**src/hw/rtl/ist_pkg.sv**
```systemverilog
`default_nettype none
package ist_pkg;

  localparam logic [19:0] W_K       = 20'd658840;   // 0.2*pi, Q20
  localparam logic [22:0] PI_Q20    = 23'd3294199;
  localparam logic [22:0] HPI_Q20   = 23'd1647099;
  localparam logic [22:0] TWOPI_Q20 = 23'd6588397;
  localparam logic [23:0] GAIN_Q24  = 24'd10188012;
  localparam logic [22:0] AMP_MAX   = 23'h7FFFFF;

  // 2^42 / two pi (Q20), rounded down; a 32-bit angle times this, shifted
  // right by 42, is the whole number of turns or one less.
  localparam logic [19:0] TWOPI_RECIP = 20'(64'h400_0000_0000 / 64'd6588397);

  localparam int CORDIC_STEPS = 20;
  localparam int MOD_STEPS    = 3;
  localparam int DIV_STEPS    = 20;

  localparam logic [1:0] STAGE_UNWIND = 2'd0;
  localparam logic [1:0] STAGE_HOLD   = 2'd1;
  localparam logic [1:0] STAGE_REWIND = 2'd2;
  localparam logic [1:0] STAGE_DONE   = 2'd3;

  localparam logic [1:0] DIR_CW   = 2'd0;
  localparam logic [1:0] DIR_CCW  = 2'd1;
  localparam logic [1:0] DIR_NONE = 2'd2;

  localparam logic [2:0] REG_SAMPLE_RATE  = 3'd0;
  localparam logic [2:0] REG_SPEED_MAX    = 3'd1;
  localparam logic [2:0] REG_RADIUS_MAX   = 3'd2;
  localparam logic [2:0] REG_CIRCLE_COUNT = 3'd3;
  localparam logic [2:0] REG_DIRECTION    = 3'd4;

  typedef struct packed {
    logic       start;
    logic       restart;
    logic       mod_step;
    logic       prep;
    logic       dload;
    logic       iter;
    logic       sload;
    logic       sdiv;
    logic       upd;
    logic       out_load;
    logic [4:0] idx;
  } cmd_t;

  typedef struct packed {
    logic done_stage;
  } status_t;

  // Arctangent of 2^-i in Q20.
  function automatic logic [19:0] atan_q20(input logic [4:0] i);
    logic [19:0] v;
    case (i)
      5'd0:  v = 20'd823550;
      5'd1:  v = 20'd486170;
      5'd2:  v = 20'd256879;
      5'd3:  v = 20'd130396;
      5'd4:  v = 20'd65451;
      5'd5:  v = 20'd32757;
      5'd6:  v = 20'd16383;
      5'd7:  v = 20'd8192;
      5'd8:  v = 20'd4096;
      5'd9:  v = 20'd2048;
      5'd10: v = 20'd1024;
      5'd11: v = 20'd512;
      5'd12: v = 20'd256;
      5'd13: v = 20'd128;
      5'd14: v = 20'd64;
      5'd15: v = 20'd32;
      5'd16: v = 20'd16;
      5'd17: v = 20'd8;
      5'd18: v = 20'd4;
      5'd19: v = 20'd2;
      default: v = 20'd0;
    endcase
    return v;
  endfunction

endpackage
`default_nettype wire

```
**src/hw/rtl/ist_ctrl.sv**
```systemverilog
`default_nettype none
module ist_ctrl (
  input  wire logic            clk,
  input  wire logic            rst,
  input  wire logic            s_tvalid,
  output logic                 s_tready,
  input  wire logic            restart,
  output logic                 m_tvalid,
  input  wire logic            m_tready,
  output ist_pkg::cmd_t        cmd,
  input  wire ist_pkg::status_t status
);
  import ist_pkg::*;

  typedef enum logic [7:0] {
    S_IDLE  = 8'b00000001,
    S_MOD   = 8'b00000010,
    S_PREP  = 8'b00000100,
    S_DLOAD = 8'b00001000,
    S_ITER  = 8'b00010000,
    S_SDIV  = 8'b00100000,
    S_UPD   = 8'b01000000,
    S_FIN   = 8'b10000000
  } state_t;

  state_t     state, state_next;
  logic [4:0] cnt, cnt_next;
  logic       emit;

  assign s_tready = (state == S_IDLE);
  assign emit     = (state == S_FIN) && (!m_tvalid || m_tready);

  always_comb begin
    state_next   = state;
    cnt_next     = cnt;
    cmd          = '0;
    cmd.idx      = cnt;
    cmd.restart  = restart;
    case (state)
      S_IDLE: begin
        if (s_tvalid) begin
          cmd.start = 1'b1;
          cnt_next  = 5'd0;
          if (restart || status.done_stage) state_next = S_FIN;
          else state_next = S_MOD;
        end
      end
      S_MOD: begin
        cmd.mod_step = 1'b1;
        cnt_next     = cnt + 5'd1;
        if (cnt == 5'(MOD_STEPS - 1)) state_next = S_PREP;
      end
      S_PREP: begin
        cmd.prep   = 1'b1;
        state_next = S_DLOAD;
      end
      S_DLOAD: begin
        cmd.dload  = 1'b1;
        cnt_next   = 5'd0;
        state_next = S_ITER;
      end
      S_ITER: begin
        cmd.iter = 1'b1;
        cnt_next = cnt + 5'd1;
        if (cnt == 5'(CORDIC_STEPS - 1)) begin
          cnt_next   = 5'd0;
          state_next = S_SDIV;
        end
      end
      S_SDIV: begin
        // The first cycle here loads the step division instead of running a step.
        if (cnt == 5'd0) cmd.sload = 1'b1;
        else cmd.sdiv = 1'b1;
        cnt_next = cnt + 5'd1;
        if (cnt == 5'(DIV_STEPS)) state_next = S_UPD;
      end
      S_UPD: begin
        cmd.upd    = 1'b1;
        state_next = S_FIN;
      end
      S_FIN: begin
        if (emit) begin
          cmd.out_load = 1'b1;
          state_next   = S_IDLE;
        end
      end
      default: state_next = S_IDLE;
    endcase
  end

  always_ff @(posedge clk) begin
    if (rst) begin
      state    <= S_IDLE;
      cnt      <= 5'd0;
      m_tvalid <= 1'b0;
    end else begin
      state <= state_next;
      cnt   <= cnt_next;
      if (emit) m_tvalid <= 1'b1;
      else if (m_tready) m_tvalid <= 1'b0;
    end
  end

endmodule
`default_nettype wire

```
**src/hw/rtl/ist_dp.sv**
```systemverilog
`default_nettype none
module ist_dp (
  input  wire logic             clk,
  input  wire logic             rst,
  input  wire ist_pkg::cmd_t    cmd,
  output ist_pkg::status_t      status,
  input  wire logic [9:0]       sample_rate,
  input  wire logic [9:0]       speed_max,
  input  wire logic [6:0]       radius_max,
  input  wire logic [7:0]       circle_count,
  input  wire logic [1:0]       direction,
  output logic [55:0]           m_tdata
);
  import ist_pkg::*;

  // Run state.
  logic [1:0]  stage;
  logic [31:0] angle;
  logic [22:0] amp;
  logic [31:0] end_angle;

  // Working registers.
  logic [31:0]        r_mod;
  logic [9:0]         mq;
  logic signed [24:0] z;
  logic               neg;
  logic signed [33:0] x, y;
  logic [32:0]        pa;
  logic [42:0]        pw;
  logic [45:0]        rem;
  logic [51:0]        ds;
  logic [19:0]        q;
  logic [19:0]        inc;
  logic signed [23:0] res_x, res_y;
  logic [1:0]         res_stage;
  logic               res_ent;

  logic [9:0]         rate;
  logic [45:0]        spd;
  logic [51:0]        rprod;
  logic [32:0]        mprod;
  logic signed [24:0] z0, z1;
  logic               neg0;
  logic [46:0]        gain_prod;
  logic signed [33:0] x_sh, y_sh;
  logic [19:0]        at;
  logic               ge;
  logic [32:0]        ang_sum, end_sum;
  logic [30:0]        turns;
  logic [31:0]        angle_n;
  logic [17:0]        step;
  logic [23:0]        amp_sum;
  logic signed [23:0] c_q, s_q;

  assign status.done_stage = (stage == STAGE_DONE);
  assign rate = (sample_rate == 10'd0) ? 10'd1 : sample_rate;
  assign spd  = {speed_max, 36'd0};
  assign rprod = r_mod * TWOPI_RECIP;
  assign mprod = mq * TWOPI_Q20;
  assign gain_prod = amp * GAIN_Q24;
  assign x_sh = x >>> cmd.idx;
  assign y_sh = y >>> cmd.idx;
  assign at   = atan_q20(cmd.idx);
  assign ge   = ({6'd0, rem} >= ds);
  assign step = q[17:0];

  function automatic logic signed [23:0] round_out(input logic signed [33:0] v,
                                                   input logic n);
    logic signed [34:0] r;
    r = 35'(v + 34'sd128) >>> 8;
    if (n) r = -r;
    if (r > 35'sd8388607) return 24'sh7FFFFF;
    if (r < -35'sd8388608) return 24'sh800000;
    return r[23:0];
  endfunction

  always_comb begin
    z0   = $signed({2'b00, r_mod[22:0]});
    neg0 = 1'b0;
    if (z0 > $signed({2'b00, PI_Q20})) z0 = z0 - $signed({2'b00, TWOPI_Q20});
    z1 = z0;
    if (z0 > $signed({2'b00, HPI_Q20})) begin
      z1   = z0 - $signed({2'b00, PI_Q20});
      neg0 = 1'b1;
    end else if (z0 < -$signed({2'b00, HPI_Q20})) begin
      z1   = z0 + $signed({2'b00, PI_Q20});
      neg0 = 1'b1;
    end
  end

  always_comb begin
    ang_sum = {1'b0, angle} + {13'd0, inc};
    angle_n = ang_sum[32] ? 32'hFFFFFFFF : ang_sum[31:0];
    turns   = TWOPI_Q20 * circle_count;
    end_sum = {1'b0, angle_n} + {2'b00, turns};
    amp_sum = {1'b0, amp} + {6'd0, step};
    c_q     = round_out(x, neg);
    s_q     = round_out(y, neg);
  end

  always_ff @(posedge clk) begin
    if (rst) begin
      stage     <= STAGE_UNWIND;
      angle     <= '0;
      amp       <= '0;
      end_angle <= '0;
    end else begin
      if (cmd.start && cmd.restart) begin
        stage     <= STAGE_UNWIND;
        angle     <= '0;
        amp       <= '0;
        end_angle <= '0;
      end
      if (cmd.upd) begin
        angle <= angle_n;
        case (stage)
          STAGE_UNWIND: begin
            if (amp < {radius_max, 16'd0}) begin
              amp <= amp_sum[23] ? AMP_MAX : amp_sum[22:0];
            end else begin
              stage     <= STAGE_HOLD;
              end_angle <= end_sum[32] ? 32'hFFFFFFFF : end_sum[31:0];
            end
          end
          STAGE_HOLD: begin
            if (angle_n >= end_angle) stage <= STAGE_REWIND;
          end
          default: begin
            if (amp != 23'd0) amp <= (amp > {5'd0, step}) ? amp - {5'd0, step} : 23'd0;
            else stage <= STAGE_DONE;
          end
        endcase
      end
    end
  end

  always_ff @(posedge clk) begin
    if (cmd.start) begin
      r_mod     <= angle;
      res_x     <= '0;
      res_y     <= '0;
      res_ent   <= 1'b0;
      res_stage <= cmd.restart ? STAGE_UNWIND : stage;
    end
    // Angle reduction: estimate the turns by a reciprocal multiply, take
    // them off, then one compare and subtract covers the low estimate.
    if (cmd.mod_step) begin
      case (cmd.idx)
        5'd0: mq <= rprod[51:42];
        5'd1: r_mod <= r_mod - mprod[31:0];
        default: begin
          if (r_mod >= {9'd0, TWOPI_Q20}) r_mod <= r_mod - {9'd0, TWOPI_Q20};
        end
      endcase
    end
    if (cmd.prep) begin
      z   <= z1;
      neg <= neg0;
      x   <= $signed({3'b000, gain_prod[46:16]});
      y   <= '0;
      pa  <= rate * amp;
      pw  <= amp * W_K;
    end
    if (cmd.dload) begin
      q <= '0;
      if ({3'd0, pw} > spd) begin
        rem <= spd;
        ds  <= {pa, 19'd0};
      end else begin
        rem <= {26'd0, W_K} + {37'd0, rate[9:1]};
        ds  <= {23'd0, rate, 19'd0};
      end
    end
    if (cmd.iter) begin
      if (z >= 0) begin
        x <= x - y_sh;
        y <= y + x_sh;
        z <= z - $signed({5'd0, at});
      end else begin
        x <= x + y_sh;
        y <= y - x_sh;
        z <= z + $signed({5'd0, at});
      end
    end
    if (cmd.iter || cmd.sdiv) begin
      if (ge) rem <= rem - ds[45:0];
      q  <= {q[18:0], ge};
      ds <= ds >> 1;
    end
    if (cmd.sload) begin
      inc <= q;
      q   <= '0;
      rem <= 46'd131072;
      ds  <= {23'd0, rate, 19'd0};
    end
    if (cmd.upd) begin
      case (direction)
        DIR_CW: begin
          res_x <= s_q;
          res_y <= c_q;
        end
        DIR_CCW: begin
          res_x <= c_q;
          res_y <= s_q;
        end
        default: begin
          res_x <= '0;
          res_y <= '0;
        end
      endcase
      res_ent   <= 1'b0;
      res_stage <= stage;
      case (stage)
        STAGE_UNWIND: begin
          if (amp >= {radius_max, 16'd0}) begin
            res_stage <= STAGE_HOLD;
            res_ent   <= 1'b1;
          end
        end
        STAGE_HOLD: begin
          if (angle_n >= end_angle) begin
            res_stage <= STAGE_REWIND;
            res_ent   <= 1'b1;
          end
        end
        default: begin
          if (amp == 23'd0) begin
            res_stage <= STAGE_DONE;
            res_ent   <= 1'b1;
          end
        end
      endcase
    end
    if (cmd.out_load) begin
      m_tdata <= {4'd0, (res_stage == STAGE_DONE), res_ent, res_stage, res_y, res_x};
    end
  end

endmodule
`default_nettype wire

```
**src/hw/rtl/involute_spiral_target_generator.sv**
```systemverilog
`default_nettype none
// Involute spiral target generator. Each input item is a sample tick
// (s_tdata[0] low) or a restart (s_tdata[0] high); each gives exactly one
// result item holding the Q8.16 target point, the stage, a stage-entered
// flag and a finished flag. A tick goes from acceptance to the result
// through angle reduction modulo two pi (a reciprocal multiply, a
// subtract and one correction), a setup, a divider load, 20 shared CORDIC
// and divider steps, the amplitude-step division, an update and an output.
// Restarts and ticks after the run has finished go straight to the output.
// One item is in work at a time; the output register lets the next item
// be accepted while a result still waits. The user must write registers
// over the APB port only while idle; the block does not enforce this.
module involute_spiral_target_generator (
  input  wire logic        clk,
  input  wire logic        rst,
  input  wire logic        s_tvalid,
  output logic             s_tready,
  input  wire logic [7:0]  s_tdata,   // [0] restart
  output logic             m_tvalid,
  input  wire logic        m_tready,
  output logic [55:0]      m_tdata,   // [23:0] target_x, [47:24] target_y,
                                      // [49:48] stage, [50] stage_entered,
                                      // [51] finished
  input  wire logic        psel,
  input  wire logic        penable,
  input  wire logic        pwrite,
  input  wire logic [4:0]  paddr,
  input  wire logic [31:0] pwdata,
  output logic [31:0]      prdata,
  output logic             pready
);
  import ist_pkg::*;

  logic [9:0] sample_rate;
  logic [9:0] speed_max;
  logic [6:0] radius_max;
  logic [7:0] circle_count;
  logic [1:0] direction;
  cmd_t       cmd;
  status_t    status;

  assign pready = 1'b1;

  always_ff @(posedge clk) begin
    if (rst) begin
      sample_rate  <= 10'd50;
      speed_max    <= 10'd20;
      radius_max   <= 7'd50;
      circle_count <= 8'd3;
      direction    <= DIR_CW;
    end else if (psel && penable && pwrite && pready) begin
      case (paddr[4:2])
        REG_SAMPLE_RATE:  sample_rate  <= pwdata[9:0];
        REG_SPEED_MAX:    speed_max    <= pwdata[9:0];
        REG_RADIUS_MAX:   radius_max   <= pwdata[6:0];
        REG_CIRCLE_COUNT: circle_count <= pwdata[7:0];
        REG_DIRECTION:    direction    <= pwdata[1:0];
        default: ;
      endcase
    end
  end

  always_comb begin
    case (paddr[4:2])
      REG_SAMPLE_RATE:  prdata = {22'd0, sample_rate};
      REG_SPEED_MAX:    prdata = {22'd0, speed_max};
      REG_RADIUS_MAX:   prdata = {25'd0, radius_max};
      REG_CIRCLE_COUNT: prdata = {24'd0, circle_count};
      REG_DIRECTION:    prdata = {30'd0, direction};
      default:          prdata = 32'd0;
    endcase
  end

  ist_ctrl u_ctrl (
    .clk      (clk),
    .rst      (rst),
    .s_tvalid (s_tvalid),
    .s_tready (s_tready),
    .restart  (s_tdata[0]),
    .m_tvalid (m_tvalid),
    .m_tready (m_tready),
    .cmd      (cmd),
    .status   (status)
  );

  ist_dp u_dp (
    .clk          (clk),
    .rst          (rst),
    .cmd          (cmd),
    .status       (status),
    .sample_rate  (sample_rate),
    .speed_max    (speed_max),
    .radius_max   (radius_max),
    .circle_count (circle_count),
    .direction    (direction),
    .m_tdata      (m_tdata)
  );

endmodule
`default_nettype wire
```
**config.mk**
```make
export PLATFORM = sky130hd
export DESIGN_NAME = involute_spiral_target_generator
export DESIGN_NICKNAME = d
export VERILOG_FILES = /design/src/hw/rtl/ist_pkg.sv /design/src/hw/rtl/ist_ctrl.sv /design/src/hw/rtl/ist_dp.sv /design/src/hw/rtl/involute_spiral_target_generator.sv
export SDC_FILE = /design/constraint.sdc
export NUM_CORES = 2
export LEC_CHECK = 0
export BUFFER_PORTS_ARGS = -buffer_cell sky130_fd_sc_hd__buf_4
export CAP_MARGIN = 20
export CORE_MARGIN = 2
export CORE_UTILIZATION = 31
export CTS_CLUSTER_DIAMETER = 80
export DETAILED_ROUTE_END_ITERATION = 16
export GPL_ROUTABILITY_DRIVEN = 0
export PLACE_DENSITY = 0.55
export SKIP_CTS_REPAIR_TIMING = 1
export SLEW_MARGIN = 10
export SYNTH_ARGS = -nofsm -noshare
export SYNTH_HDL_FRONTEND = slang
export SYNTH_HIERARCHICAL = 1
export SYNTH_SLANG_ARGS = --single-unit
```
**constraint.sdc**
```tcl
create_clock -name clk -period 7.8 [get_ports clk]
set_clock_uncertainty 0.15 [all_clocks]
set_input_delay 0.78 -clock clk [delete_from_list [all_inputs] [get_ports clk]]
set_output_delay 0.78 -clock clk [all_outputs]
set_load 0.005 [all_outputs]
```
==> flow_metrics.env <==
export IMPL_finish_utilization_pct=34.41
export IMPL_synth_cell_area_sq_um=87780
export IMPL_fin_crit_ns=7.864
export IMPL_violations="negative setup slack"
export IMPL_average_vias_per_placed_instance=5.284
export IMPL_crit_path_max_fanout=8
export IMPL_chipHeight_um=536.1
export IMPL_final_hold_viol_count=0
export IMPL_drcViolationCount=0
export IMPL_multi_input_logic_area_sq_um=65630
export IMPL_ir_drop_mv=0.1606
export IMPL_post_synth_most_frequent_cells="inv_1 (1,555), ha_1 (1,121), fa_1 (882), nand2_1 (736), a21oi_1 (543)"
export IMPL_critical_path_reg2reg_endpoint="u_dp/end_angle[30]"
export IMPL_power_per_cell_area_nw_per_um2=91.95
export IMPL_r2r_worst_path_cells=34
export IMPL_ys_flop_type="edfxtp_1"
export IMPL_grt_setup_unrepaired="true"
export IMPL_initialDrtViolationCount=6051
export IMPL_worst_path_max_delay_cell="or4_4"
export IMPL_critPathLaunch="u_dp/inc[0]"
export IMPL_seq_area_frac_synth_pct=16.99
export IMPL_timing_final_crit_share_pct=100.8
export IMPL_number_of_enable_type_register_cells_in_the_synthesized_netlist=310
export IMPL_grt_max_degree=113
export IMPL_setup_worst_path_end="u_dp/end_angle[30]"
export IMPL_dp_cells=13400
export IMPL_avgRoutedWirePerCell_um=20.46
export IMPL_initial_core_util_pct=31.12
export IMPL_cts_num_sinks=590
export IMPL_globalRoute_totalOverflow=0
export IMPL_timing_critical_path_required_ns=8.19
export IMPL_postSynthCellCount=9711
export IMPL_grt_antenna_before_repair=3
export IMPL_post_layout_nonfiller_instances=13580
export IMPL_rr_startpoint="u_dp/inc[0]"
export IMPL_fin_nets=11810
export IMPL_die_w_um=536.1
export IMPL_power_share_switching_pct=29.69
export IMPL_synth_top_cells_by_area="fa_1 (20%), ha_1 (16%), edfxtp_1 (11%)"
export IMPL_slew_limit_headroom_pct=24.82
export IMPL_hold_start="s_tvalid"
export IMPL_stdcell_area_sq_um=97060
export IMPL_p_leak_nw=45.47
export IMPL_cts_tree="done"
export IMPL_path_clk_slew_ns=0.06
export IMPL_worst_path_largest_cell_delay_ns=0.56
export IMPL_cts_htree_levels=3
export IMPL_yosys_area_top_type="fa_1"
export IMPL_run_status="finished with violations"
export IMPL_seq_area_sq_um=14930
export IMPL_std_cell_rows=195
export IMPL_clockPowerShare_pct=46.5
export IMPL_internal_cell_power_mw=6.275
export IMPL_core_sq_um=282000
export IMPL_n_fill_cell=28830
export IMPL_min_delay_path_class="primary input to register"
export IMPL_synth_most_common_cell="inv_1"
export IMPL_post_route_cells_drive_above_1_share_pct=9.033
export IMPL_fin_ws_ns=-0.06373
export IMPL_cts_buffers=84
export IMPL_max_clock_freq_ghz=0.1272
export IMPL_grt_use_total_pct=19.00
export IMPL_cp_data_arrival_time_ns=8.25
export IMPL_setup_viol_count_final=23
export IMPL_io_buffers=84
export IMPL_via_count_of_the_first_global_routing_pass=71800
export IMPL_fin_worst_hold_slack_ns=0.1480
export IMPL_worstSetupPathType="register to register"
export IMPL_grt_pass1_wl_um=430000
export IMPL_die_area_sq_um=287400
export IMPL_area_growth_synth_to_final_pct=10.57
export IMPL_hpwlAfterDp_um=224200
export IMPL_synth_async_reset_ratio_pct=0
export IMPL_fin_tns_setup_ns=-0.6355
export IMPL_setup_reg_to_reg_worst_slack_ns=-0.06
export IMPL_dpl_instance_area_sq_um=93490
export IMPL_synth_warnings=6
export IMPL_antenna_violating_nets_post_route=0
export IMPL_vias=71740
export IMPL_synthesis_area_per_instance_sq_um=9.040
export IMPL_timing_max_transition_violations_final=0
export IMPL_drt_first_pass_iters=9
export IMPL_tightestPinTransition_ns=1.099
export IMPL_cap_viol_max_count=0
export IMPL_synth_top_area_share_pct=20.11
export IMPL_detailedPlace_worstSlack_ns=-0.4846
export IMPL_number_of_buffers_on_the_longest_clock_path=3
export IMPL_setup_worst_path_end_class="register"
export IMPL_postSynthRegisterBits=590
export IMPL_io_pins=143
export IMPL_clock_insertion_delay_worst_skew_ns=0.73
export IMPL_seqPwrFrac_pct=37.5
export IMPL_p_sw_mw=2.650
export IMPL_netlist_cell_type_count=134
export IMPL_drt_total_wl_um=277800
export IMPL_p_total_mw=8.925
export IMPL_pwr_share_comb_pct=16.0
export IMPL_worst_setup_path_start_kind="register"
export IMPL_cts_root_buffer_cell="clkbuf_16"
final cells by class:
cell class	count	share of cell area, %
antenna	2	0.005156
clock buffer	98	2.283
clock inverter	60	0.8044
inverter	1562	6.040
multi-input combinational	7152	67.61
sequential	590	15.38
tap	3743	4.825
timing repair buffer	369	3.047
worst max-delay path: cells and delay by family (launching register included):
family / cells / cell delay (ns)
muxes: 1 / 0.31
adders and majority gates: 7 / 2.71
DFF: 1 / 0.33
AOI/OAI and AO/OA: 12 / 2.22
buffers and inverters: 9 / 0.86
and+or+nand+nor: 5 / 1.06
power by group through the flow:
stage	logic [mW]	clock network, mW	registers [mW]
3_5_place_dp	1.39	0	3.42
2_1_floorplan	1.00	0	3.39
5_1_grt	1.58	4.37	3.35
6_report	1.43	4.15	3.35
4_1_cts	1.40	4.26	3.35
3_3_place_gp	1.37	0	3.41
worst min path at each step:
| stage | to | slack [ns] | cells past startpoint |
|---|---|---|---|
| 6_report | u_ctrl/state[0] | 0.15 | 2 |
| 5_1_grt | u_ctrl/state[0] | 0.11 | 2 |
| 4_1_cts | u_ctrl/state[0] | 0.09 | 2 |
| 3_5_place_dp | u_dp/m_tdata[6] | 0.26 | 0 |
| 3_3_place_gp | u_dp/m_tdata[2] | 0.26 | 0 |
| 2_1_floorplan | u_dp/m_tdata[0] | 0.25 | 0 |
state kept, by name, indices dropped and copies added, names as in the netlist, 10 cells and up:
register and cells:
u_dp/y 34, u_dp/z 25, u_dp/pw 40, u_dp/q 20
u_dp/res_x 24, u_dp/ds 52, u_dp/r_mod 32, u_dp/m_tdata 52
u_dp/end_angle 32, sample_rate 10, u_dp/rem 46, u_dp/inc 20
u_dp/pa 33, u_dp/x 34, u_dp/mq 10, u_dp/res_y 24
u_dp/angle 32, u_dp/amp 23, speed_max 10
metal layers:
layer,track usage [%],routed length [um]
met5,0,13
met4,6.583,10830
met3,2.596,17580
met2,30.37,125800
met1,26.18,123600
cell families (layout without fill, tap and decap cells):
| group | count (synthesis) | count (layout) | share of synthesized area, % |
|---|---|---|---|
| and+or+nand+nor | 2279 | 2279 | 12.73 |
| AOI/OAI and AO/OA | 2097 | 2097 | 15.91 |
| adders and majority gates | 2003 | 2003 | 36.09 |
| buffers and inverters | 1993 | 2089 | 8.884 |
| DFF | 590 | 590 | 16.99 |
| xor gates and xnor gates | 494 | 494 | 4.937 |
| muxes | 252 | 252 | 4.440 |
| other | 3 | 29 | 0.01283 |
cells in the final DEF (no fill, tap or decap), drive strengths merged, types with 153 or more instances in the layout:
cell	count
xnor2	311
inv	1573
buf	366
nand2	738
nor3	153
nor2	469
edfxtp	310
xor2	183
fa	882
o21ai	402
dfxtp	280
ha	1121
nand3	217
a21o	205
a21oi	545
No activity file was read; power rests on OpenSTA's default activity.
